<file path="config.mk">
export PLATFORM = sky130hd
export DESIGN_NAME = pca_cross
export DESIGN_NICKNAME = d
export VERILOG_FILES = /design/src/hdl/pca_pkg.sv /design/src/hdl/pca_cross.sv
export SDC_FILE = /design/constraint.sdc
export NUM_CORES = 1
export LEC_CHECK = 0
export ABC_AREA = 1
export BUFFER_PORTS_ARGS = -buffer_cell sky130_fd_sc_hd__buf_2
export CAP_MARGIN = 10
export CORE_UTILIZATION = 49
export DETAILED_ROUTE_END_ITERATION = 12
export PLACE_DENSITY_LB_ADDON = 0.15
export SLEW_MARGIN = 10
export SYNTH_ARGS = -nofsm -noshare
export SYNTH_HDL_FRONTEND = slang
export SYNTH_SLANG_ARGS = --single-unit
</file>
<file path="constraint.sdc">
create_clock -name clk -period 0.8 [get_ports clk]
set_input_delay 0.12 -clock clk [delete_from_list [all_inputs] [get_ports clk]]
set_output_delay 0.12 -clock clk [all_outputs]
set_load 0.005 [all_outputs]
</file>
<file path="src/hdl/pca_pkg.sv">
package pca_pkg;

    localparam int COORD_W     = 16;
    localparam int COUNT_W     = 16;
    localparam int DIFF_W      = COORD_W + 1;
    localparam int PROD_W      = 2 * DIFF_W;
    localparam int TURN_W      = PROD_W + 1;
    localparam int EDGE_PW     = 2 * COORD_W;
    localparam int EDGE_W      = EDGE_PW + 1;
    localparam int AREA_W      = 48;
    localparam int MAG_W       = 47;
    localparam int SUM_W       = AREA_W + 1;
    localparam int IN_TDATA_W  = 32;
    localparam int OUT_TDATA_W = 72;
    localparam int OUT_PAD_W   = OUT_TDATA_W - (1 + MAG_W + COUNT_W + 1);

    localparam logic [COUNT_W-1:0]       COUNT_MAX    = '1;
    localparam logic [COUNT_W-1:0]       MIN_VERTICES = COUNT_W'(3);
    localparam logic signed [SUM_W-1:0]  AREA_MAX     = SUM_W'({1'b0, {MAG_W{1'b1}}});
    localparam logic signed [SUM_W-1:0]  AREA_MIN     = -AREA_MAX;

    // Turn sign flags: bit 0 marks a clockwise turn, bit 1 an anticlockwise one.
    localparam logic [1:0] TURN_NONE = 2'b00;
    localparam logic [1:0] TURN_NEG  = 2'b01;
    localparam logic [1:0] TURN_POS  = 2'b10;

    // Products registered after the front stage.
    typedef struct packed {
        logic signed [PROD_W-1:0]  tn_ad;
        logic signed [PROD_W-1:0]  tn_bc;
        logic signed [PROD_W-1:0]  tc_ad;
        logic signed [PROD_W-1:0]  tc_bc;
        logic signed [PROD_W-1:0]  tw_ad;
        logic signed [PROD_W-1:0]  tw_bc;
        logic signed [EDGE_PW-1:0] en_a;
        logic signed [EDGE_PW-1:0] en_b;
        logic signed [EDGE_PW-1:0] ec_a;
        logic signed [EDGE_PW-1:0] ec_b;
        logic                      turn_en;
        logic                      close_turn;
        logic                      edge_en;
        logic                      close_edge;
        logic                      last;
        logic                      cnt_sat;
        logic [COUNT_W-1:0]        count;
    } prod_t;

    // Turn signs and edge terms registered after the cross stage.
    typedef struct packed {
        logic [1:0]               signs;
        logic signed [EDGE_W-1:0] edge_term;
        logic signed [EDGE_W-1:0] close_term;
        logic                     last;
        logic                     cnt_sat;
        logic [COUNT_W-1:0]       count;
    } term_t;

    // Polygon summary handed from the accumulator to the output stage.
    typedef struct packed {
        logic signed [AREA_W-1:0] area;
        logic signed [EDGE_W-1:0] close_term;
        logic                     sat;
        logic                     convex;
        logic [COUNT_W-1:0]       count;
    } poly_t;

    typedef struct packed {
        logic signed [AREA_W-1:0] area;
        logic                     clamped;
    } sat_sum_t;

    function automatic logic [1:0] turn_sign(input logic signed [TURN_W-1:0] t);
        logic [1:0] s;
        if (t < 0)
            s = TURN_NEG;
        else if (t != 0)
            s = TURN_POS;
        else
            s = TURN_NONE;
        return s;
    endfunction

    // Adds an edge term to the running area and clamps it to the symmetric range.
    function automatic sat_sum_t sat_add(input logic signed [AREA_W-1:0] a,
                                         input logic signed [EDGE_W-1:0] t);
        logic signed [SUM_W-1:0] s;
        sat_sum_t r;
        s = SUM_W'(a) + SUM_W'(t);
        if (s > AREA_MAX)
        begin
            r.area    = AREA_W'(AREA_MAX);
            r.clamped = 1'b1;
        end
        else if (s < AREA_MIN)
        begin
            r.area    = AREA_W'(AREA_MIN);
            r.clamped = 1'b1;
        end
        else
        begin
            r.area    = AREA_W'(s);
            r.clamped = 1'b0;
        end
        return r;
    endfunction

endpackage

</file>
<file path="src/hdl/pca_cross.sv">
module pca_cross
    import pca_pkg::*;
(
    input  logic  clk,
    input  logic  rst_n,
    input  logic  adv,
    input  logic  prod_valid,
    input  prod_t prod,
    output logic  term_valid,
    output term_t term
);

    logic  valid_reg;
    term_t term_reg, term_next;
    logic signed [TURN_W-1:0] tn, tc, tw;
    logic [1:0]               s_run, s_close;

    always_comb
    begin
        tn      = TURN_W'(prod.tn_ad) - TURN_W'(prod.tn_bc);
        tc      = TURN_W'(prod.tc_ad) - TURN_W'(prod.tc_bc);
        tw      = TURN_W'(prod.tw_ad) - TURN_W'(prod.tw_bc);
        s_run   = prod.turn_en ? turn_sign(tn) : TURN_NONE;
        s_close = prod.close_turn ? (turn_sign(tc) | turn_sign(tw)) : TURN_NONE;

        term_next.signs      = s_run | s_close;
        term_next.edge_term  = prod.edge_en
                             ? EDGE_W'(prod.en_a) - EDGE_W'(prod.en_b) : '0;
        term_next.close_term = prod.close_edge
                             ? EDGE_W'(prod.ec_a) - EDGE_W'(prod.ec_b) : '0;
        term_next.last       = prod.last;
        term_next.cnt_sat    = prod.cnt_sat;
        term_next.count      = prod.count;
    end

    always_ff @(posedge clk or negedge rst_n)
    begin
        if (!rst_n)
            valid_reg <= 1'b0;
        else if (adv)
            valid_reg <= prod_valid;
    end

    always_ff @(posedge clk)
    begin
        if (adv)
            term_reg <= term_next;
    end

    assign term_valid = valid_reg;
    assign term       = term_reg;

endmodule

</file>
==> flow_summary.json, run 1 <==
{
  "status": "aborted with a tool error",
  "failing_step": "global routing",
  "stop_error": "[ERROR GRT-0232] Routing congestion too high. Check the congestion heatmap in the GUI.",
  "h-tree-depth": 3,
  "synth_area_per_cell_um2": 5.81,
  "io_pins": 445,
  "grt_max_degree": 41,
  "dpl.cell_count": 3871,
  "yosysMostFrequentCell": "nand2_1",
  "syn_inst": 2611,
  "cts_buffers": 9,
  "endpoint_type": "register data pin",
  "die_w_um": 178,
  "crit_endpoint": "term[85]$_DFFE_PP_/D",
  "gp_congestion": 0.987,
  "syn-num-nets": 3140,
  "place_area_um2": 22000,
  "clk_path_buf_depth": 2,
  "synthTopCellsByCount": "nand2_1, inv_1, nor2_1",
  "synth_top_area_frac": 0.188,
  "root_buffer": "clkbuf_16",
  "clock_sinks": 87,
  "yosys.area.top_type": "nand2_1",
  "ys_ff_latch": 87,
  "hpwlAfterDp_um": 49000,
  "start_util": 0.497,
  "place_ws_ns": -1.86,
  "ys_warn_count": 0,
  "die_h_um": 178,
  "rows": 64,
  "synthTopCellsByArea": "nand2_1, edfxtp_1, inv_1",
  "synthesis.area_um2": 15200,
  "async_reset_ff_frac": 0.0115,
  "synth.yosys.seq_area_share": 0.172,
  "grt_overflow": 80,
  "port_buffers": 444,
  "synth-edff-count": 86,
  "grtUsageTotal": 0.708,
  "synth-main-ff-cell": "edfxtp_1",
  "synth_cell_types": 47
}
-- repair_timing --
item | in CTS
hold endpoints to repair | 20
endpoints found under the setup margin | 153
hold buffers | 20
gates resized for setup | 263
buffers inserted | 56
pin swaps | 130
-- stage by stage --
stage	hold slack, ns	utilization	setup TNS [ns]
2_1_floorplan	-0.176	-	-50.21
3_3_place_gp	-0.0938	0.722	-78.33
3_5_place_dp	-0.0938	0.722	-80.18
4_1_cts	0.0639	0.782	-61.54
-- routing by layer --
layer	overflow	track usage
met1	1	0.753
met3	8	0.587
met4	29	0.551
met5	0	0.359
met2	42	0.852
-- cells by family after synthesis --
family                   Yosys count  share of synthesized area
AO/OA/AOI/OAI                    426                      0.159
adder cells (fa/ha/maj)          171                      0.144
flip-flops                        87                      0.172
XOR/XNOR                          23                     0.0133
buffers and inverters            607                      0.150
multiplexers                       1                   0.000742
AND/OR/NAND/NOR                 1296                      0.361
==> run 2: changes to the inputs <==
CORE_UTILIZATION = 40   (was 49)
clock period = 1.04 ns   (was 0.8 ns; I/O delays follow)
==> run 2 against run 1 <==
  * The flow now finishes, with violations (negative setup slack)
  * Area after synthesis unchanged
  * Synthesized cell count unchanged
==> flow_summary.json, run 2 <==
{
  "die_area_um2": 38700,
  "grtUsageTotal": 0.305,
  "largest_reg_flops": 86,
  "die_w_um": 197,
  "worstSkewPairLatency_ns": 0.36,
  "peakVddDrop_v": 0.000640,
  "async_reset_ff_frac": 0.0115,
  "crit_chain": "buf_2, inv_1, ha_1, a21oi_1, o21ai_0, a21oi_1, o21ai_2, nand2_1, nand2_1, nor2_1, nand2_1, nor2_1, nand2_1, nor2_1, nand3_1, nand2_1, nand2_1",
  "min_period_ns": 2.13,
  "cts_tree": "done",
  "synthTopCellsByArea": "nand2_1, edfxtp_1, inv_1",
  "cts_buffers": 9,
  "fin_crit_sh": 2.05,
  "crit_path_end": "term[85]",
  "die_h_um": 197,
  "cp.arrival_ns": 2.26,
  "ys_warn_count": 0,
  "drive_gt1_frac": 0.421,
  "slowest_delay_ns": 0.33,
  "leakagePower_nw": 13.4,
  "crit_path_end_kind": "register",
  "r2r_cells": 1,
  "relSlewSlack": 0.651,
  "synth_top_area_frac": 0.188,
  "yosysMostFrequentCell": "nand2_1",
  "synth_area_per_cell_um2": 5.81,
  "core_um2": 37000,
  "synth_cell_types": 47,
  "start_kind": "input pin",
  "clk_path_buf_depth": 2,
  "area_delta_synth_final_pct": 65.8,
  "cp_slowest_cell": "ha_1",
  "synth-main-ff-cell": "edfxtp_1",
  "ant_nets": 0,
  "routed_wl_um": 62700,
  "syn-num-nets": 3140,
  "grt_pass1_wl_um": 94800,
  "crit_path_start": "prod[294]",
  "ys_ff_latch": 87,
  "fmax_mhz": 469,
  "skew_ns": 0,
  "hpwlAfterDp_um": 50700,
  "synth.yosys.seq_area_share": 0.172,
  "drtIter0Drc": 1061,
  "r2r-end": "term_valid",
  "synthesis.area_um2": 15200,
  "vias": 20257,
  "critical_path_class": "in2reg",
  "critPathRequiredTime_ns": 1.16,
  "rows": 70,
  "start_util": 0.410,
  "slew_viol_final": 0,
  "io_pins": 445,
  "drt-pass1-iter-count": 5,
  "h-tree-depth": 3,
  "fin_util": 0.681,
  "drc": 0,
  "grt_overflow": 0,
  "tightest_slew_ns": 0.518,
  "antenna_found_initial": 8,
  "gp_congestion": 0.962,
  "violations": "negative setup slack",
  "vias_per_cell": 5.00,
  "setup_viol": 86,
  "fin_nets": 4059,
  "synthTopCellsByCount": "nand2_1, inv_1, nor2_1",
  "rsz0062_at_grt": "true",
  "drt-wirelength-per-cell_um": 15.5,
  "clock_sinks": 87,
  "cp_max_fo": 4,
  "status": "finished with violations",
  "port_buffers": 444,
  "grt_max_degree": 23,
  "min-delay-path-class": "in2reg",
  "syn_inst": 2611,
  "fin_hold_ws_ns": 0.0166,
  "grt_pass1_vias": 19716,
  "hold_violations": 0,
  "yosys.area.top_type": "nand2_1",
  "root_buffer": "clkbuf_16",
  "setup_slack_ns": -1.09,
  "final_cell_mix": "nand2_1, inv_1, buf_2, buf_4, nor2_1",
  "worst-r2r-setup-slack_ns": 0.30,
  "maxCapViolCount": 0,
  "total_power_mw": 21.8,
  "synth-edff-count": 86,
  "mostFrequentLayoutCell": "nand2_1",
  "path_clk_slew_ns": 0.07,
  "power_density_nw_per_um2": 866,
  "r2r_start": "term_valid",
  "cp_common_cell": "nand2_1",
  "timing.setup.tns_ns": -36.34
}
-- run 2: cell counts after synthesis --
Identical to the previous run, type by type.
-- run 2: critical path, delay by kind of cell --
kind | cells | cell delay [ns]
compound gates | 4 | 0.80
buf+inv | 2 | 0.13
simple gates | 10 | 0.82
fa+ha+maj | 1 | 0.33
-- run 2: worst min path at each step --
stage | from | endpoint | slack (ns) | depth (start not counted)
floorplan | rst_n | term_valid | -0.14 | 0
global placement | rst_n | term_valid | -0.07 | 1
detailed placement | rst_n | term_valid | -0.07 | 1
CTS | prod_valid | term_valid | 0.03 | 2
global route | prod[7] | term[7] | 0.01 | 1
finish | prod[7] | term[7] | 0.02 | 1
-- run 2: layout make-up --
class / count / area (µm²)
diodes: 10 / 25.0
clock buffers: 11 / 233
clock inverters: 5 / 81.3
fillers: 3274 / 11800
inverters: 602 / 2340
multi-input cells: 1917 / 12900
flip-flops and latches: 87 / 2610
well taps: 504 / 631
repair buffers: 913 / 6290
-- run 2: kinds of logic (layout without fill, tap and decap cells) --
kind of cell | after synthesis | count (layout) | synth area share
other cells | 0 | 10 | 0
simple gates | 1296 | 1296 | 0.361
buf+inv | 607 | 1531 | 0.150
compound gates | 426 | 426 | 0.159
xor+xnor | 23 | 23 | 0.0133
flops | 87 | 87 | 0.172
mux | 1 | 1 | 0.000742
fa+ha+maj | 171 | 171 | 0.144
-- run 2: power breakdown --
| part | internal [mW] | switching [mW] |
|---|---|---|
| Combinational | 6.40 | 7.31 |
| Clock | 2.11 | 1.51 |
| Sequential | 4.31 | 0.146 |
| Total | 12.8 | 8.97 |
-- run 2: timing repair --
item                                    4_1_cts  5_1_grt
hold buffers                                 17        0
endpoints found under the setup margin       84      112
buffers inserted                             60       35
gates resized for setup                     252      326
endpoints found under the hold margin        17        0
pin swaps                                   137      146
-- run 2: layer usage --
layer,up-vias,global-route usage,part of all wire
met1,9195,0.346,0.40
met4,0,0.146,0.047
met3,166,0.0303,0.054
met5,-,0,0
met2,722,0.568,0.50
li1,10174,-,-
-- run 2: stage by stage --
step,setup WS [ns],cell area (µm²),instances
after global placement,-1.58,22100,3964
final,-1.09,25200,4049
after floorplan,-1.06,16100,2611
after global routing,-1.27,25100,4046
after CTS,-1.11,23800,4035
after detailed placement,-1.62,22100,3964
(Power assumes the default switching activity.)
