## src/hdl/pca_pkg.sv

```systemverilog
package pca_pkg;

    localparam int COORD_W     = 16;
    localparam int COUNT_W     = 16;
    localparam int DIFF_W      = COORD_W + 1;
    localparam int PROD_W      = 2 * DIFF_W;
    localparam int TURN_W      = PROD_W + 1;
    localparam int EDGE_PW     = 2 * COORD_W;
    localparam int EDGE_W      = EDGE_PW + 1;
    localparam int AREA_W      = 48;
    localparam int MAG_W       = 47;
    localparam int SUM_W       = AREA_W + 1;
    localparam int IN_TDATA_W  = 32;
    localparam int OUT_TDATA_W = 72;
    localparam int OUT_PAD_W   = OUT_TDATA_W - (1 + MAG_W + COUNT_W + 1);

    localparam logic [COUNT_W-1:0]       COUNT_MAX    = '1;
    localparam logic [COUNT_W-1:0]       MIN_VERTICES = COUNT_W'(3);
    localparam logic signed [SUM_W-1:0]  AREA_MAX     = SUM_W'({1'b0, {MAG_W{1'b1}}});
    localparam logic signed [SUM_W-1:0]  AREA_MIN     = -AREA_MAX;

    // Turn sign flags: bit 0 marks a clockwise turn, bit 1 an anticlockwise one.
    localparam logic [1:0] TURN_NONE = 2'b00;
    localparam logic [1:0] TURN_NEG  = 2'b01;
    localparam logic [1:0] TURN_POS  = 2'b10;

    // Products registered after the front stage.
    typedef struct packed {
        logic signed [PROD_W-1:0]  tn_ad;
        logic signed [PROD_W-1:0]  tn_bc;
        logic signed [PROD_W-1:0]  tc_ad;
        logic signed [PROD_W-1:0]  tc_bc;
        logic signed [PROD_W-1:0]  tw_ad;
        logic signed [PROD_W-1:0]  tw_bc;
        logic signed [EDGE_PW-1:0] en_a;
        logic signed [EDGE_PW-1:0] en_b;
        logic signed [EDGE_PW-1:0] ec_a;
        logic signed [EDGE_PW-1:0] ec_b;
        logic                      turn_en;
        logic                      close_turn;
        logic                      edge_en;
        logic                      close_edge;
        logic                      last;
        logic                      cnt_sat;
        logic [COUNT_W-1:0]        count;
    } prod_t;

    // Turn signs and edge terms registered after the cross stage.
    typedef struct packed {
        logic [1:0]               signs;
        logic signed [EDGE_W-1:0] edge_term;
        logic signed [EDGE_W-1:0] close_term;
        logic                     last;
        logic                     cnt_sat;
        logic [COUNT_W-1:0]       count;
    } term_t;

    // Polygon summary handed from the accumulator to the output stage.
    typedef struct packed {
        logic signed [AREA_W-1:0] area;
        logic signed [EDGE_W-1:0] close_term;
        logic                     sat;
        logic                     convex;
        logic [COUNT_W-1:0]       count;
    } poly_t;

    typedef struct packed {
        logic signed [AREA_W-1:0] area;
        logic                     clamped;
    } sat_sum_t;

    function automatic logic [1:0] turn_sign(input logic signed [TURN_W-1:0] t);
        logic [1:0] s;
        if (t < 0)
            s = TURN_NEG;
        else if (t != 0)
            s = TURN_POS;
        else
            s = TURN_NONE;
        return s;
    endfunction

    // Adds an edge term to the running area and clamps it to the symmetric range.
    function automatic sat_sum_t sat_add(input logic signed [AREA_W-1:0] a,
                                         input logic signed [EDGE_W-1:0] t);
        logic signed [SUM_W-1:0] s;
        sat_sum_t r;
        s = SUM_W'(a) + SUM_W'(t);
        if (s > AREA_MAX)
        begin
            r.area    = AREA_W'(AREA_MAX);
            r.clamped = 1'b1;
        end
        else if (s < AREA_MIN)
        begin
            r.area    = AREA_W'(AREA_MIN);
            r.clamped = 1'b1;
        end
        else
        begin
            r.area    = AREA_W'(s);
            r.clamped = 1'b0;
        end
        return r;
    endfunction

endpackage

```

## src/hdl/pca_accum.sv

```systemverilog
module pca_accum
    import pca_pkg::*;
(
    input  logic  clk,
    input  logic  rst_n,
    input  logic  adv,
    input  logic  term_valid,
    input  term_t term,
    output logic  poly_valid,
    output poly_t poly
);

    logic signed [AREA_W-1:0] area_reg;
    logic [1:0]               signs_reg;
    logic                     sat_reg;
    logic                     valid_reg;
    poly_t                    poly_reg, poly_next;
    sat_sum_t                 sum;
    logic [1:0]               signs_all;
    logic                     sat_all;

    always_comb
    begin
        sum       = sat_add(area_reg, term.edge_term);
        signs_all = signs_reg | term.signs;
        sat_all   = sat_reg | term.cnt_sat | sum.clamped;

        poly_next.area       = sum.area;
        poly_next.close_term = term.close_term;
        poly_next.sat        = sat_all;
        poly_next.convex     = (term.count >= MIN_VERTICES)
                            && (signs_all == TURN_NEG || signs_all == TURN_POS);
        poly_next.count      = term.count;
    end

    // The running sums restart as soon as the closing vertex passes this stage.
    always_ff @(posedge clk or negedge rst_n)
    begin
        if (!rst_n)
        begin
            area_reg  <= '0;
            signs_reg <= TURN_NONE;
            sat_reg   <= 1'b0;
            valid_reg <= 1'b0;
        end
        else if (adv)
        begin
            valid_reg <= term_valid && term.last;
            if (term_valid)
            begin
                if (term.last)
                begin
                    area_reg  <= '0;
                    signs_reg <= TURN_NONE;
                    sat_reg   <= 1'b0;
                end
                else
                begin
                    area_reg  <= sum.area;
                    signs_reg <= signs_all;
                    sat_reg   <= sat_all;
                end
            end
        end
    end

    always_ff @(posedge clk)
    begin
        if (adv && term_valid && term.last)
            poly_reg <= poly_next;
    end

    assign poly_valid = valid_reg;
    assign poly       = poly_reg;

endmodule

```

## config.mk

```make
export PLATFORM = sky130hd
export DESIGN_NAME = pca_accum
export DESIGN_NICKNAME = d
export VERILOG_FILES = /design/src/hdl/pca_pkg.sv /design/src/hdl/pca_accum.sv
export SDC_FILE = /design/constraint.sdc
export NUM_CORES = 1
export LEC_CHECK = 0
export BUFFER_PORTS_ARGS = -buffer_cell sky130_fd_sc_hd__buf_2
export CORE_ASPECT_RATIO = 0.8
export CORE_MARGIN = 2
export CORE_UTILIZATION = 55
export DETAILED_ROUTE_END_ITERATION = 10
export GPL_ROUTABILITY_DRIVEN = 0
export MAX_ROUTING_LAYER = met4
export PLACE_DENSITY = 0.87
export SLEW_MARGIN = 20
export SYNTH_ARGS = -nofsm -noshare
export SYNTH_HDL_FRONTEND = slang
export SYNTH_SLANG_ARGS = --single-unit
```

## constraint.sdc

```tcl
create_clock -name clk -period 4.7 [get_ports clk]
set_input_delay 0.94 -clock clk [delete_from_list [all_inputs] [get_ports clk]]
set_output_delay 0.94 -clock clk [all_outputs]
set_load 0.01 [all_outputs]
```

Word-level counts from Yosys, hierarchy flattened --
Index checks and enable logic that the tools add are counted. W data, S select, Z words.
Storage, ports and cells: word-level logic and storage cells 29, output and inout bits 100, register bits 151, input bits 90
Cells by class: add/subtract/negate cells 1, bitwise logic cells 3, muxes and demuxes 5, reduce and logical (&&, ||, !) cells 6, magnitude comparators 3, equal/unequal tests 2
Operators with widths (count):
- $mux W49 | 2
- $add A48 B33 Y49 | 1
- $gt A49 B48 Y1 const B | 1
- $lt A49 B48 Y1 const B | 1
- $mux W48 | 1
- $ge A16 B2 Y1 const B | 1
- $logic_and A1 B1 Y1 | 4
- $eq A2 B1 Y1 const B | 1
- $eq A2 B2 Y1 const B | 1
- $mux W2 | 1
- $or A1 B1 Y1 | 2
- $or A2 B2 Y2 | 1
- $reduce_and A2 Y1 | 1
- $logic_or A1 B1 Y1 | 1
- $mux W1 | 1

Longest topological paths before layout --
Gate-level depths: netlist (run 1).
depth after elaboration 6, mapped depth 15, mapped depth without buffers 13

Worst setup path before layout (run 1) --
No wires, ideal clock.
kind input to register, start in term[54] (netlist name), end reg poly_reg (netlist bit poly[66]) (data pin), data arrival time 4101 ps, buffers on the path 3, setup time 266 ps, setup slack 333 ps, required time 4434 ps, stages 14, cell sequence ha_1 nand4_1 a21oi_1 nor2_2 o41ai_4 a21boi_2 o2111a_1 o31a_1 o21ai_2 mux2i_1 clkbuf_1 buf_2 buf_1 nor2_1
RTL lines:
- start: declaration | line pca_accum.sv:8 | input term_t term,
- end signal: assignment | line pca_accum.sv:70 | poly_reg <= poly_next;
- end: declaration | line pca_accum.sv:17 | poly_t poly_reg, poly_next;

==> out/qor.yml, run 1 <==
worst_ep_required_time_ps: 4850
ant_nets: 0
clock_path_buffers: 2
port_buffers: 189
clk_root_buffer_cell: "clkbuf_16"
wire_per_inst_um: 18.8
max-slew-margin-rel_pct: 41.2
arrival_ps: 4610
grt_pass1_wl_mm: 36.5
cts_tree: "built"
end_kind: "flop"
outcome: "completed"
regArea_um2: 4270
r2r_setup_slack_ps: 500
synth-edff-count: 99
post_cts.repair.setup_buffers: 0
min-delay-path-class: "flop to flop"
place_worst_setup_slack_ps: -97.6
worst-setup-path-type: "input pin to flop"
path_max_fanout: 16
cts_resized: 0
async_reset_ff_share_pct: 34.4
syn_inst: 829
numClockSinks: 151
ys_seq_area_share_pct: 49.6
rr_worst_depth: 14
grt_pass1_vias: 7282
die_x_um: 144
ioPinCount: 190
final_cell_mix: "189 x buf_2, 106 x nor2_1, 99 x edfxtp_1, 86 x nand2_1, 71 x a21oi_1"
syn_area_per_cell_um2: 10.4
drc: 0
vias: 7702
rsz0062_at_grt: "false"
die_height_um: 116
cp-start-kind: "input pin"
yosysUniqueCellTypes: 75
viasPerCell: 6.11
max_cap_violations: 0
track_usage_pct: 29.1
grt_start_max_net_pins: 73
htree_levels: 4
dp.cells: 1229
antenna_cells: 0
hpwlAfterDp_mm: 17.2
worst_pin_slew_ps: 881
crit_end: "poly[96]"
die-area_um2: 16700
ys_ff_latch: 151
core_um2: 15200
drtIter0Drc: 916
finalSetupViolations: 0
fillCellCount: 1163
peakVddDrop_mv: 0.321
period_needed_ps: 4460
routed_wl_mm: 23.7
finalMaxSlewViolations: 0
power_density_nw_per_um2: 673
clock_latency_ps: 430
layout-drive-gt1-share_pct: 28.0
antenna_found_initial: 0
grt_use_met2_pct: 43.3
startpoint: "term[83]"
synthFlopType: "edfxtp_1"
drt_pass1_iterations: 6
grt_overflow: 0
max_freq_mhz: 224
use_met3_pct: 7.77
grt.busiest_layer: "met2"
min_period_over_period_pct: 94.8
start_util_pct: 56.9
p_leak_nw: 4.50
area_growth_pct: 22.5
rows: 40
hold_viol_final: 0
layout_setup_ws_ps: 242
synth.net_count: 968
clock_skew_ps: 12.3
clk_pin_slew_ps: 60
multiInputGateArea_um2: 4160
fin_nets: 1177
r2r-end: "poly[96]"
use_met1_pct: 39.7
numCtsBuffers: 17
stdcell_count: 1261
synth_area_um2: 8620
synth_warnings: 0
holdBufCountCts: 0
largest_reg_flops: 99
mostFrequentLayoutCell: "buf_2"
r2r-start: "area_reg[2]"
[routing by layer]
metal  up-vias  share of wire [%]
met5         -                  0
met4         0                2.0
met3        58                9.9
met2       455                 45
met1      3654                 43
li1       3535                  -
[how the worst min path moves through the flow]
stage	start	slack [ps]	to	cells after the start
after floorplan	area_reg[11]	450	area_reg[11]	2
after global placement	area_reg[29]	460	area_reg[29]	2
after detailed placement	area_reg[34]	470	area_reg[34]	2
after CTS	area_reg[34]	490	area_reg[34]	2
after global routing	area_reg[36]	520	area_reg[36]	2
final	area_reg[34]	480	area_reg[34]	2
[stage by stage]
stage	instance area (um2)	power [mW]	hold slack (ps)	util [%]	TNS (ps)
6_report	10600	7.11	483	69.7	0
3_5_place_dp	10000	5.64	474	65.9	-187
3_3_place_gp	9990	5.54	463	65.9	-2120
2_1_floorplan	8620	4.56	453	-	0
4_1_cts	10600	7.01	488	69.7	0
5_1_grt	10600	7.50	517	69.7	0
[report_power, final]
| part | switching [mW] | internal (mW) |
|---|---|---|
| Clock | 0.588 | 0.739 |
| Sequential | 0.149 | 1.88 |
| Combinational | 2.34 | 1.42 |
[worst max-delay path, cell delays in order]
cell      delay, ps
buf_2           330
ha_1            370
a21oi_1         240
o21ai_0         160
nand2b_1        170
o221ai_1        290
o21ai_2         130
mux2_4          320
or4b_1          530
or4_4           540
nor4_1          470
nor3_1          110
[cell type report]
cell class	instances	share of cell area, %
clock buffers	17	4.03
clock inverters	15	1.33
multi-input cells	634	39.4
flip-flops and latches	151	40.5
inverters	6	0.237
well taps	210	2.49
repair buffers	228	12.1
[cell usage after synthesis (2+ instances only)]
library cell	instances	share of area, %
a211oi_1	5	0.44
a211oi_2	3	0.44
a21o_1	18	1.6
a21oi_1	72	4.2
a21oi_2	7	0.71
a21oi_4	3	0.57
a22o_1	17	1.7
a22oi_1	2	0.17
a31o_2	2	0.20
a31oi_1	3	0.22
and2_1	8	0.58
and3_1	2	0.15
buf_2	7	0.41
buf_6	4	0.52
clkbuf_1	26	1.1
dfrtp_1	52	15
edfxtp_1	99	34
ha_1	48	7.0
inv_1	6	0.26
maj3_1	3	0.35
nand2_1	86	3.7
nand2b_1	5	0.36
nand3_1	7	0.41
nand4_1	22	1.6
nor2_1	106	4.6
nor2b_1	4	0.29
nor3_1	15	0.87
nor4_1	11	0.80
o2111a_1	2	0.26
o211ai_1	2	0.17
o21a_1	10	0.87
o21ai_0	26	1.5
o21ai_1	9	0.52
o21ai_2	6	0.61
o21ba_1	2	0.23
o21bai_1	9	0.78
o31a_1	2	0.20
o31ai_1	34	3.0
or3_1	4	0.29
or4_1	2	0.17
or4_4	2	0.26
xnor2_1	26	2.6
xor2_1	18	1.8
[logic make-up (layout without fill, tap and decap cells)]
kind of cell | count (synthesis) | count (layout) | share of synthesized area, %
buffers and inverters | 44 | 266 | 2.37
AOI/OAI and AO/OA | 253 | 253 | 20.7
muxes | 3 | 3 | 0.421
adders and majority gates | 52 | 52 | 7.55
xor gates and xnor gates | 44 | 44 | 4.47
and+or+nand+nor | 282 | 282 | 14.9
DFF | 151 | 151 | 49.6
Note: power is estimated with default switching activity, not from simulation.
==> inputs of run 2 (changes only) <==
--- a/config.mk
+++ b/config.mk
@@ -13,6 +13,7 @@
 export GPL_ROUTABILITY_DRIVEN = 0
 export MAX_ROUTING_LAYER = met4
 export PLACE_DENSITY = 0.87
+export REMOVE_ABC_BUFFERS = 1
 export SLEW_MARGIN = 20
 export SYNTH_ARGS = -nofsm -noshare
 export SYNTH_HDL_FRONTEND = slang
==> run 2 against run 1 <==
Compared with the run above: worst setup slack better by 170 ps; highest routed layer unchanged; sequential power hardly changed; global-route usage is 0.28 points lower; routed wire length is 2.1% lower; cell count is 1.0% lower; design area hardly changed; clock-buffer cell count is 2 higher.
==> out/qor.yml, run 2 (same netlist as run 1, synthesis figures left out) <==
max_stage_delay_ps: 550
viasPerCell: 6.09
period_needed_ps: 4290
worst_pin_slew_ps: 891
clock_latency_ps: 440
area_growth_pct: 22.6
dp.cells: 1217
rows: 40
fillCellCount: 1112
hold_viol_final: 0
max_freq_mhz: 233
worst-setup-path-type: "input pin to flop"
power_density_nw_per_um2: 689
holdWs_ps: 482
die_height_um: 116
finalSetupViolations: 0
track_usage_pct: 28.9
path_max_fanout: 13
final_cell_mix: "189 x buf_2, 106 x nor2_1, 99 x edfxtp_1, 86 x nand2_1, 72 x a21oi_1"
drt_pass1_iterations: 6
routed_wl_mm: 23.2
drtIter0Drc: 791
drc: 0
core_um2: 15200
start_util_pct: 56.9
min-delay-path-class: "flop to flop"
p_leak_nw: 4.49
cts_tree: "built"
clk_pin_slew_ps: 60
die_x_um: 144
max_cap_violations: 0
grt_pass1_vias: 7217
clock_skew_ps: 12.5
antenna_cells: 0
path_cells: "buf_2 > ha_1 > a21oi_1 > o21ai_0 > nand2b_1 > o221ai_1 > o21ai_2 > mux2_4 > or4b_1 > or4_4 > or4_4 > a21oi_1"
numCtsBuffers: 17
layout-drive-gt1-share_pct: 26.9
antenna_found_initial: 0
peakVddDrop_mv: 0.327
wire_per_inst_um: 18.6
max-slew-margin-rel_pct: 40.6
cts_resized: 0
final_area_um2: 10600
finalMaxSlewViolations: 0
hpwlAfterDp_mm: 17.2
die-area_um2: 16700
rsz0062_at_grt: "false"
htree_levels: 4
numClockSinks: 151
placed_cell_area_um2: 9920
outcome: "completed"
holdBufCountCts: 0
largest_reg_flops: 99
grt_pass1_wl_mm: 36.0
port_buffers: 189
end_kind: "flop"
fin_nets: 1165
ant_nets: 0
mostFrequentLayoutCell: "buf_2"
clk_root_buffer_cell: "clkbuf_16"
fin_tns_setup_ps: 0
vias: 7604
cp-start-kind: "input pin"
stdcell_count: 1248
grt_overflow: 0
clock_path_buffers: 2
slowest_stage: "or4b_1"
ioPinCount: 190
worst_ep_required_time_ps: 5060
arrival_ps: 4650
post_cts.repair.setup_buffers: 0
min_period_over_period_pct: 91.3
grt_start_max_net_pins: 77
-- run 2: per-layer routing --
metal | part of all wire (%) | routed length, um | track usage, % | vias to the layer above
li1 | - | - | - | 3516
met1 | 42 | 9880 | 38.6 | 3590
met2 | 46 | 10600 | 43.6 | 441
met3 | 9.1 | 2120 | 6.40 | 57
met4 | 2.6 | 598 | 10.3 | 0
met5 | 0 | 0 | - | -
-- run 2: power by group --
| group | switching, mW | leakage, nW | internal, mW |
|---|---|---|---|
| combinational | 2.34 | 2.60 | 1.39 |
| sequential | 0.141 | 1.58 | 1.88 |
| clock | 0.547 | 0.316 | 0.994 |
| total | 3.02 | 4.49 | 4.26 |
-- run 2: area by class of cell --
type	instances	area, um2	area share [%]
clock buffers	19	433	4.09
inverters	6	25.0	0.237
repair buffers	216	1200	11.3
multi-input cells	634	4160	39.3
well taps	210	263	2.49
clock inverters	12	223	2.11
flip-flops and latches	151	4270	40.4
-- run 2: stage by stage --
| step | util [%] | total power [mW] | setup WS (ps) |
|---|---|---|---|
| global route | 69.7 | 7.69 | 269 |
| global placement | 65.4 | 5.52 | 52.1 |
| floorplan | - | 4.51 | -1810 |
| finish | 69.7 | 7.29 | 410 |
| detailed placement | 65.4 | 5.62 | 21.7 |
| CTS | 69.7 | 7.19 | 457 |
-- run 2: path summary, 6_finish.rpt --
check	from	endpoint	slack [ps]	depth (start not counted)
setup reg to reg	area_reg[6]	area_reg[0]	620	12
max in group asynchronous	rst_n	area_reg[40]	3610	2
setup / recovery	term[83]	area_reg[0]	410	12
hold reg to reg	area_reg[15]	area_reg[15]	480	2
min in group asynchronous	rst_n	area_reg[20]	630	2
hold / removal	area_reg[15]	area_reg[15]	480	2
-- run 2: worst max-delay path, delay by kind of cell --
family          cells  cell delay (ps)
fa+ha+maj           1              380
mux                 1              310
compound gates      5              970
simple gates        4             1780
buf+inv             1              280
