$ cat src/hdl/pca_pkg.sv
package pca_pkg;

    localparam int COORD_W     = 16;
    localparam int COUNT_W     = 16;
    localparam int DIFF_W      = COORD_W + 1;
    localparam int PROD_W      = 2 * DIFF_W;
    localparam int TURN_W      = PROD_W + 1;
    localparam int EDGE_PW     = 2 * COORD_W;
    localparam int EDGE_W      = EDGE_PW + 1;
    localparam int AREA_W      = 48;
    localparam int MAG_W       = 47;
    localparam int SUM_W       = AREA_W + 1;
    localparam int IN_TDATA_W  = 32;
    localparam int OUT_TDATA_W = 72;
    localparam int OUT_PAD_W   = OUT_TDATA_W - (1 + MAG_W + COUNT_W + 1);

    localparam logic [COUNT_W-1:0]       COUNT_MAX    = '1;
    localparam logic [COUNT_W-1:0]       MIN_VERTICES = COUNT_W'(3);
    localparam logic signed [SUM_W-1:0]  AREA_MAX     = SUM_W'({1'b0, {MAG_W{1'b1}}});
    localparam logic signed [SUM_W-1:0]  AREA_MIN     = -AREA_MAX;

    // Turn sign flags: bit 0 marks a clockwise turn, bit 1 an anticlockwise one.
    localparam logic [1:0] TURN_NONE = 2'b00;
    localparam logic [1:0] TURN_NEG  = 2'b01;
    localparam logic [1:0] TURN_POS  = 2'b10;

    // Products registered after the front stage.
    typedef struct packed {
        logic signed [PROD_W-1:0]  tn_ad;
        logic signed [PROD_W-1:0]  tn_bc;
        logic signed [PROD_W-1:0]  tc_ad;
        logic signed [PROD_W-1:0]  tc_bc;
        logic signed [PROD_W-1:0]  tw_ad;
        logic signed [PROD_W-1:0]  tw_bc;
        logic signed [EDGE_PW-1:0] en_a;
        logic signed [EDGE_PW-1:0] en_b;
        logic signed [EDGE_PW-1:0] ec_a;
        logic signed [EDGE_PW-1:0] ec_b;
        logic                      turn_en;
        logic                      close_turn;
        logic                      edge_en;
        logic                      close_edge;
        logic                      last;
        logic                      cnt_sat;
        logic [COUNT_W-1:0]        count;
    } prod_t;

    // Turn signs and edge terms registered after the cross stage.
    typedef struct packed {
        logic [1:0]               signs;
        logic signed [EDGE_W-1:0] edge_term;
        logic signed [EDGE_W-1:0] close_term;
        logic                     last;
        logic                     cnt_sat;
        logic [COUNT_W-1:0]       count;
    } term_t;

    // Polygon summary handed from the accumulator to the output stage.
    typedef struct packed {
        logic signed [AREA_W-1:0] area;
        logic signed [EDGE_W-1:0] close_term;
        logic                     sat;
        logic                     convex;
        logic [COUNT_W-1:0]       count;
    } poly_t;

    typedef struct packed {
        logic signed [AREA_W-1:0] area;
        logic                     clamped;
    } sat_sum_t;

    function automatic logic [1:0] turn_sign(input logic signed [TURN_W-1:0] t);
        logic [1:0] s;
        if (t < 0)
            s = TURN_NEG;
        else if (t != 0)
            s = TURN_POS;
        else
            s = TURN_NONE;
        return s;
    endfunction

    // Adds an edge term to the running area and clamps it to the symmetric range.
    function automatic sat_sum_t sat_add(input logic signed [AREA_W-1:0] a,
                                         input logic signed [EDGE_W-1:0] t);
        logic signed [SUM_W-1:0] s;
        sat_sum_t r;
        s = SUM_W'(a) + SUM_W'(t);
        if (s > AREA_MAX)
        begin
            r.area    = AREA_W'(AREA_MAX);
            r.clamped = 1'b1;
        end
        else if (s < AREA_MIN)
        begin
            r.area    = AREA_W'(AREA_MIN);
            r.clamped = 1'b1;
        end
        else
        begin
            r.area    = AREA_W'(s);
            r.clamped = 1'b0;
        end
        return r;
    endfunction

endpackage

$ cat src/hdl/pca_finish.sv
module pca_finish
    import pca_pkg::*;
(
    input  logic                   clk,
    input  logic                   rst_n,
    input  logic                   adv,
    input  logic                   poly_valid,
    input  poly_t                  poly,
    input  logic                   out_ready,
    output logic                   out_valid,
    output logic [OUT_TDATA_W-1:0] out_data
);

    logic                   valid_reg;
    logic [OUT_TDATA_W-1:0] data_reg, data_next;
    sat_sum_t               sum;
    logic signed [AREA_W-1:0] mag;
    logic                   sat;

    always_comb
    begin
        sum = sat_add(poly.area, poly.close_term);
        sat = poly.sat | sum.clamped;
        // The clamped sum lies within the symmetric range, so its negation fits.
        mag = (sum.area < 0) ? -sum.area : sum.area;
        data_next = {OUT_PAD_W'(0), sat, poly.count, mag[MAG_W-1:0], poly.convex};
    end

    always_ff @(posedge clk or negedge rst_n)
    begin
        if (!rst_n)
            valid_reg <= 1'b0;
        else if (adv && poly_valid)
            valid_reg <= 1'b1;
        else if (out_ready)
            valid_reg <= 1'b0;
    end

    always_ff @(posedge clk)
    begin
        if (adv && poly_valid)
            data_reg <= data_next;
    end

    assign out_valid = valid_reg;
    assign out_data  = data_reg;

endmodule

$ cat config.mk
export PLATFORM = sky130hd
export DESIGN_NAME = pca_finish
export DESIGN_NICKNAME = d
export VERILOG_FILES = /design/src/hdl/pca_pkg.sv /design/src/hdl/pca_finish.sv
export SDC_FILE = /design/constraint.sdc
export NUM_CORES = 1
export LEC_CHECK = 0
export BUFFER_PORTS_ARGS = -buffer_cell sky130_fd_sc_hd__buf_2
export CORE_MARGIN = 2
export CORE_UTILIZATION = 45
export DETAILED_ROUTE_END_ITERATION = 7
export PLACE_DENSITY = 0.69
export SETUP_SLACK_MARGIN = 0.2
export SLEW_MARGIN = 20
export SYNTH_ARGS = -nofsm -noshare
export SYNTH_HDL_FRONTEND = slang
export SYNTH_SLANG_ARGS = --single-unit
$ cat constraint.sdc
create_clock -name clk -period 1.6 [get_ports clk]
set_input_delay 0.4 -clock clk [delete_from_list [all_inputs] [get_ports clk]]
set_output_delay 0.4 -clock clk [all_outputs]
set_load 0.01 [all_outputs]
After elaboration in Yosys (flattened, before gate mapping)
Cells that the tools add are included.
{"block": "totals", "word_cells": 15, "out_inout_bits": 73, "register_bits": 66, "inputBits": 104}
{"block": "classes", "n_reduce_logical": 2, "muxes": 5, "add_sub_neg": 2, "n_bitwise": 1, "order_cmp": 3}
{"cell": "49-bit 2-to-1 mux", "count": 2}
{"cell": "48-bit by 33-bit adder with 49-bit output", "count": 1}
{"cell": "49-bit by 48-bit greater-than comparator with 1-bit output, second input constant", "count": 1}
{"cell": "49-bit by 48-bit < comparator with 1-bit output, second input constant", "count": 1}
{"cell": "48-bit by 1-bit < comparator with 1-bit output, second input constant", "count": 1}
{"cell": "47-bit 2-to-1 mux", "count": 1}
{"cell": "47-bit negation", "count": 1}
{"cell": "1-bit 2-to-1 mux", "count": 2}
{"cell": "2-bit nonzero test", "count": 1}
{"cell": "1-bit logical AND", "count": 1}
{"cell": "1-bit bitwise OR", "count": 1}

Longest topological paths before layout
Gate-level depths: netlist of run 1.
{"block": "depth", "ltp_word": 6, "mapped_depth": 21, "ltp_nobuf": 20}

Least setup slack after synthesis of run 1
Ideal clock, no wire load.
{"block": "synth_timing", "kind": "in2reg", "start": "in poly[18] (netlist bit)", "end": "reg data_reg[37], in the netlist out_data[37], data pin", "path_stages": 20, "slack_ps": -4019, "path_buffers": 1, "required_time_ps": 1323, "arrival_ps": 5342, "cell_sequence": "ha_1 > fa_1 > a211oi_2 > o21ai_2 > xnor2_1 > nand2_1 > or4_4 > nor4_4 > nand2_1 > nor4_1 > a31oi_1 > clkbuf_1 > a21oi_1 > ha_1 > inv_1 > a2111oi_2 > inv_1 > or2_2 > o221ai_1 > a311oi_1"}
{"block": "synth_via", "elab_chain_cells": 6}
{"element": "start: declaration", "line_no": "pca_finish.sv:8", "text": "input poly_t poly,"}
{"element": "48-bit by 33-bit adder with 49-bit output (*)", "line_no": "pca_pkg.sv:88", "text": "s = SUM_W'(a) + SUM_W'(t);"}
{"element": "49-bit by 48-bit < comparator with 1-bit output", "line_no": "pca_pkg.sv:94", "text": "else if (s < AREA_MIN)"}
{"element": "49-bit 2-to-1 mux", "line_no": "pca_pkg.sv:94"}
{"element": "49-bit 2-to-1 mux (*)", "line_no": "pca_pkg.sv:89", "text": "if (s > AREA_MAX)"}
{"element": "47-bit negation / 48-bit by 1-bit < comparator with 1-bit output (equally long branches)", "line_no": "pca_finish.sv:25", "text": "mag = (sum.area < 0) ? -sum.area : sum.area;"}
{"element": "47-bit 2-to-1 mux (*)", "line_no": "pca_finish.sv:25"}
{"element": "via mag[36]", "line_no": "pca_finish.sv:17", "text": "logic signed [AREA_W-1:0] mag;"}
{"element": "end signal: assignment", "line_no": "pca_finish.sv:42", "text": "data_reg <= data_next;"}
{"element": "end: declaration", "line_no": "pca_finish.sv:15", "text": "logic [OUT_TDATA_W-1:0] data_reg, data_next;"}
Mark *: on every way through the listed nets, which the timed path passes. The rest lies on a longest branch.
A chain may end at the register's enable or synchronous reset.

Worst setup path after layout of run 1
{"block": "layout_timing", "start": "in poly[29] (netlist bit)", "end": "reg data_reg[37], in the netlist out_data[37], data pin"}
Same word-level chain as after synthesis.

==> reports/results.txt, run 1 <==
Status - complete, but fails checks
Failing checks - setup timing
Setup violators final - 48
Unrepaired setup endpoints after global routing - yes
Drt drc - 0
I/O pins - 177
Slack of the critical path - -3.048 ns
Synth Register Bits - 66
CP Buf/Inv Count - 6
PortBufs - 169
Die footprint - 0.01793 mm^2
H-tree Lvls - 3
Fin. Hold Viols - 0
Min Tclk post-route - 4.648 ns
HPWL Detailed - 23.89 mm
Via/cell ratio - 6.034
Std-Cell Core Area - 0.01652 mm^2
Worst-path clk slew - 0.05 ns
Placed cell area - 0.01136 mm^2
DRT iter0 DRCs - 1094
Hold Path Class - input pin to flip-flop
Post-synthesis sequential area ratio - 26.04%
Post-layout instance area - 0.01298 mm^2
Placer Congestion - 0.9930
CTS Root Cell - clkbuf_16
Commonest cells after routing, fill and taps aside - buf_4 (385), buf_2 (166), nand2_1 (101)
Initial core utilization - 45.95%
Leakage - 5.733 nW
Highest routed layer - met4
Num CTS Buffers - 9
Met3 Routed Length - 2.639 mm
Number of global-route vias before repair - 9647
GR Overflow Total - 0
Antenna Cells - 0
Ys flop type - edfxtp_1
Worst slew margin - 48.16%
Cell area after synthesis - 0.007592 mm^2
CTS tree - built
Data arrival, critical path - 4.69 ns
Cell chain of the critical path - buf_2 -> ha_1 -> buf_4 -> nand4_1 -> nor3_2 -> buf_4 -> nand3_1 -> a211oi_4 -> nor3_1 -> or2_2 -> nand4_1 -> nor4_4 -> a31o_2 -> or3_4 -> inv_4 -> ha_4 -> inv_4 -> a2111oi_4 -> inv_1 -> or2_4 -> o221ai_2 -> a311oi_1
Mean Syn Cell Area - 7.933 um^2
DR WL/cell - 18.78 um
Global-route wire length before repair - 48.79 mm
Skew final - 0 ns
WL final - 32.50 mm
Async S/R FF share, synth - 1.515%
Post-synth top area cell - edfxtp_1
Power Density - 856.5 mW/mm^2
Area delta synth->final - 70.95%
Maximum clock insertion buffer count - 2
Clock Latency Late Sink - 0.33 ns
Startpoint types - input pin
# rows - 47
CP max FO - 4
Final Cycle Share - 290.5%
Vias - 10440
TNS Setup - -129.54 ns
Initial antenna violation count - 0
Critical Path RT - 1.65 ns
Clock Sinks - 66
Least-Margin Pin Slew - 0.7695 ns
# Max-Cap Violations - 0
Post-synth EDFFs - 65
Die width - 133.9 um
Largest net degree at the start of global routing - 34
Area share of the largest cell type after synthesis - 25.71%
VDD IR-drop max - 0.7338 mV
Synth Instances - 957
Commonest non-fill, non-tap cell in the layout - buf_4
Crit end category - flip-flop
Crit path kind - input pin to flip-flop
Total Routing Usage GR - 33.94%
Drt pass-1 iters - 6
Synth area leaders - edfxtp_1 (26%), ha_1 (8.1%), a21oi_1 (6.3%)
Met2 routed WL - 15.26 mm
Fmax - 215.2 MHz
Met1 WL - 12.95 mm
Number of distinct library cells after synthesis - 84
YS warnings - 0
Crit-path slowest cell - a211oi_4
Fraction of layout cells with a size suffix above 1 - 49.54%
Fin nets - 1660
Worst stage delay on the critical path - 0.40 ns
Delay-heaviest family, CP - simple AND/OR/NAND/NOR gates
Final ANT Viol Nets - 0
Max-slew violations - 0
Die height - 133.9 um
## synthesized netlist by cell type, drive strengths merged, types with 6 or more instances
master / number
clkbuf: 38
buf: 16
o21ai: 76
o211ai: 21
nor2: 77
a211oi: 17
nand2: 103
a31oi: 17
edfxtp: 65
or2: 9
xnor2: 32
ha: 49
o21a: 9
nand4: 26
and2: 14
nor4: 17
xor2: 15
nor3: 46
and3: 10
nand2b: 6
a21o: 20
a21oi: 96
inv: 14
or3: 17
a221oi: 8
or4: 6
o21bai: 7
o31ai: 7
nand3: 23
## through the flow
| step | util, % | hold slack (ns) | std cells | setup WS (ns) | power [mW] |
|---|---|---|---|---|---|
| floorplan | - | 0.1044 | 963 | -3.140 | 5.190 |
| global placement | 68.74 | 0.1749 | 1652 | -3.510 | 7.775 |
| detailed placement | 68.74 | 0.1754 | 1652 | -3.534 | 7.866 |
| CTS | 75.54 | 0.2450 | 1710 | -2.793 | 10.55 |
| global route | 78.54 | 0.2391 | 1730 | -3.237 | 11.56 |
| finish | 78.54 | 0.2423 | 1730 | -3.048 | 11.12 |
## registers in the layout (all words and copies together) (netlist names)
name and cells:
out_data 65, out_valid 1
## where the power goes
part	switching [mW]	internal, mW	leakage, nW
registers	0.0544	2.25	0.636
clock network	0.690	1.34	0.145
logic	3.54	3.24	4.95
## cell type report
type | count | area (um^2)
clock buffer | 11 | 232.7
multi-input combinational | 829 | 6150
clock inverter | 4 | 67.56
fill | 1130 | 3546
sequential | 66 | 1977
inverter | 14 | 57.56
tap | 220 | 275.3
timing repair buffer | 586 | 4219
## layer usage
metal	global-route usage, %	vias to the layer above
li1	-	4805
met1	43.27	4854
met2	57.92	639
met3	3.893	140
met4	15.13	0
met5	0	-
## worst paths after layout
kind / start / end / slack [ns] / cells after the start
worst max register to register: out_valid$_DFFE_PN0P_ / out_valid$_DFFE_PN0P_ / 0.92 / 1
max in group asynchronous: rst_n / out_valid$_DFFE_PN0P_ / 1.15 / 2
worst min-delay path: poly[6] / out_data[54]$_DFFE_PP_ / 0.24 / 1
worst min register to register: out_valid$_DFFE_PN0P_ / out_valid$_DFFE_PN0P_ / 0.51 / 1
worst max-delay path: poly[29] / out_data[37]$_DFFE_PP_ / -3.05 / 22
min in group asynchronous: rst_n / out_valid$_DFFE_PN0P_ / 0.37 / 2
## what timing repair did
action	CTS	global route
hold buffers	1	0
resized for setup	95	80
setup buffers	39	20
gates cloned	3	0
endpoints found under the hold margin	1	0
pin swaps	31	52
endpoints found under the setup margin	48	48
## cells by family after synthesis
family	count (synthesis)	synth area share [%]
AOI/OAI and AO/OA	345	30.31
xor gates and xnor gates	47	5.521
adders and majority gates	50	8.339
buffers and inverters	68	4.037
DFF	66	26.04
muxes	5	0.6757
other	1	0.04939
and+or+nand+nor	375	25.03
Power figures use the tool's default switching activity.
==> inputs of run 2 (changes only) <==
Settings changed: CORE_MARGIN 2 to default, CTS_BUF_LIST from default to sky130_fd_sc_hd__clkbuf_4, SETUP_SLACK_MARGIN 0.2 to 0.4.
==> run 2 against run 1 <==
- the flow still finishes with violations (setup timing)
- highest routed layer unchanged
- sequential power hardly changed
- via count grew 0.29%
- maximum frequency increased by 0.70%
- worst setup slack improved by 0.032 ns
- worst hold slack got worse by 0.090 ns
- sequential share of layout area decreased by 0.23 points
- global-route usage up 1.6 points
- first-iteration DRC count shrank 1.1%
- sequential cell count unchanged
- critical endpoint unchanged
- wire length up 0.54%
==> reports/results.txt, run 2 (synthesis results as in run 1) <==
Sw Share - 40.31% (+1.8 points)
Power Density - 796.7 mW/mm^2 (-7.0%)
Setup violators final - 48 (unchanged)
Delay-heaviest family, CP - compound AO/OA/AOI/OAI gates
CTS Root Cell - clkbuf_4
Total Routing Usage GR - 35.51% (+1.6 points)
Min Tclk post-route - 4.616 ns (-0.03219 ns)
Clock Sinks - 66 (unchanged)
GR Overflow Total - 0 (unchanged)
Placer Congestion - 0.9700 (-2.3%)
Worst stage delay on the critical path - 0.39 ns (about the same)
Initial core utilization - 45.95% (unchanged)
Crit path kind - input pin to flip-flop
Initial antenna violation count - 1 (+1)
Crit-path slowest cell - fa_2
Cell Count Post-Placement - 1664 (+0.73%)
CP Buf/Inv Count - 10 (+4)
Fin. Hold Viols - 0 (unchanged)
Leakage - 5.869 nW (+2.4%)
Sequential Power Share - 21.8% (+1.1 points)
H-tree Lvls - 3 (unchanged)
Least-Margin Pin Slew - 0.5810 ns (-0.1884 ns)
DRT iter0 DRCs - 1082 (-1.1%)
Startpoint types - input pin
Fin util - 79.73% (+1.2 points)
PnR Total Power - 10.50 mW (-5.6%)
HPWL Detailed - 24.02 mm (+0.56%)
Data arrival, critical path - 4.75 ns (+0.06 ns)
VDD IR-drop max - 0.6506 mV (-11%)
Logic pwr share - 66.9% (+5.9 points)
DR WL/cell - 18.58 um (-1.1%)
Worst-path clk slew - 0.10 ns (+0.05 ns)
Drt drc - 0 (unchanged)
Internal power - 6.266 mW (-8.3%)
Hold Path Class - input pin to flip-flop
Fraction of layout cells with a size suffix above 1 - 50.75% (+1.2 points)
Die footprint - 0.01740 mm^2 (-3.0%)
WL final - 32.67 mm (+0.54%)
Die height - 131.9 um (-1.5%)
Sequential cell area - 0.001977 mm^2 (unchanged)
Global-route wire length before repair - 49.44 mm (+1.3%)
Area delta synth->final - 73.53%
Area occupied by multi-input gates - 0.006212 mm^2 (+1.0%)
Final Cycle Share - 288.5% (-2.0 points)
Placed cell area - 0.01147 mm^2 (+1.0%)
CP max FO - 5 (+1)
Commonest cells after routing, fill and taps aside - buf_4 (398), buf_2 (164), nand2_1 (99)
Status - complete, but fails checks
Most common cell type on the critical path - buf_4
Commonest non-fill, non-tap cell in the layout - buf_4
Largest register FFs - 65 (unchanged)
Unrepaired setup endpoints after global routing - yes
Vias - 10470 (+0.29%)
Crit end category - flip-flop
Final ANT Viol Nets - 0 (unchanged)
Layout Cells excl Fill - 1758 (+1.6%)
Max-slew violations - 0 (unchanged)
Std-Cell Core Area - 0.01652 mm^2 (unchanged)
Die width - 131.9 um (-1.5%)
Clock Latency Late Sink - 0.40 ns (+0.07 ns)
Fillers - 1145 (+1.3%)
Maximum clock insertion buffer count - 2 (unchanged)
Largest net degree at the start of global routing - 32 (-5.9%)
Fmax - 216.7 MHz (+0.70%)
Post-layout instance area - 0.01318 mm^2 (+1.5%)
CTS tree - built
Failing checks - setup timing
Worst slew margin - 61.09% (+13 points)
I/O pins - 177 (unchanged)
Number of global-route vias before repair - 9868 (+2.3%)
TNS Setup - -127.41 ns (+2.125 ns)
Clk pwr share - 11.3% (-7.0 points)
Critical Path RT - 1.73 ns (+0.08 ns)
Skew final - 0 ns (unchanged)
# rows - 47 (unchanged)
Via/cell ratio - 5.954 (-1.3%)
# Max-Cap Violations - 0 (unchanged)
Fin nets - 1688 (+1.7%)
Slack of the critical path - -3.016 ns (+0.03219 ns)
Num CTS Buffers - 9 (unchanged)
Net Sw Power - 4.231 mW (-1.2%)
PortBufs - 169 (unchanged)
Drt pass-1 iters - 6 (unchanged)
==> run 2: cell count changes in the layout (fill, tap and decap cells not counted), moves of 3 or more <==
cell,delta
buf_6,+16
buf_4,+13
clkbuf_4,+10
clkbuf_16,-7
o21ai_1,-5
nor2_1,+4
o21ai_0,+4
a21oi_1,+3
nor3_1,+3
==> run 2: cell type report <==
class	count	area share [%]
Multi-Input combinational cell	829	47.15
Timing Repair Buffer	614	34.23
Sequential cell	66	15.00
Tap cell	220	2.089
Clock buffer	10	0.5698
Clock inverter	4	0.5223
Inverter	14	0.4179
Antenna cell	1	0.01899
==> run 2: what timing repair did <==
item / CTS / global route
cloned: 2 / 1
buffers inserted: 52 / 23
hold buffers: 1 / 0
resized for setup: 116 / 77
pin swaps: 52 / 44
setup endpoints to repair: 114 / 114
endpoints found under the hold margin: 1 / 0
==> run 2: worst paths after layout <==
kind,end,cells past startpoint,start,slack [ns]
hold / removal,out_data[62]$_DFFE_PP_,1,poly[14],0.15
max in group asynchronous,out_valid$_DFFE_PN0P_,2,rst_n,1.22
hold reg to reg,out_valid$_DFFE_PN0P_,1,out_valid$_DFFE_PN0P_,0.49
min in group asynchronous,out_valid$_DFFE_PN0P_,2,rst_n,0.30
setup / recovery,out_data[37]$_DFFE_PP_,27,poly[18],-3.02
setup reg to reg,out_valid$_DFFE_PN0P_,1,out_valid$_DFFE_PN0P_,0.94
==> run 2: per-layer routing <==
layer | up-vias | track usage, % | part of all wire (%)
met4 | 0 | 17.18 | 5.4
met1 | 4837 | 43.38 | 40
met2 | 614 | 61.17 | 47
li1 | 4871 | - | -
met3 | 146 | 5.306 | 7.4
met5 | - | 0 | 0
==> run 2: through the flow <==
step                setup WS (ns)  hold slack [ns]
floorplan                  -3.140           0.1044
global placement           -3.239           0.1752
detailed placement         -3.399           0.1758
CTS                        -2.757           0.1584
global route               -3.206           0.1478
finish                     -3.016           0.1525
==> run 2: power groups by stage <==
| stage | sequential, mW | combinational, mW | clock, mW |
|---|---|---|---|
| global placement | 2.32 | 5.49 | 0 |
| CTS | 2.29 | 6.34 | 1.18 |
| global route | 2.31 | 7.42 | 1.25 |
| floorplan | 2.46 | 2.73 | 0 |
| detailed placement | 2.33 | 5.55 | 0 |
| finish | 2.29 | 7.02 | 1.18 |
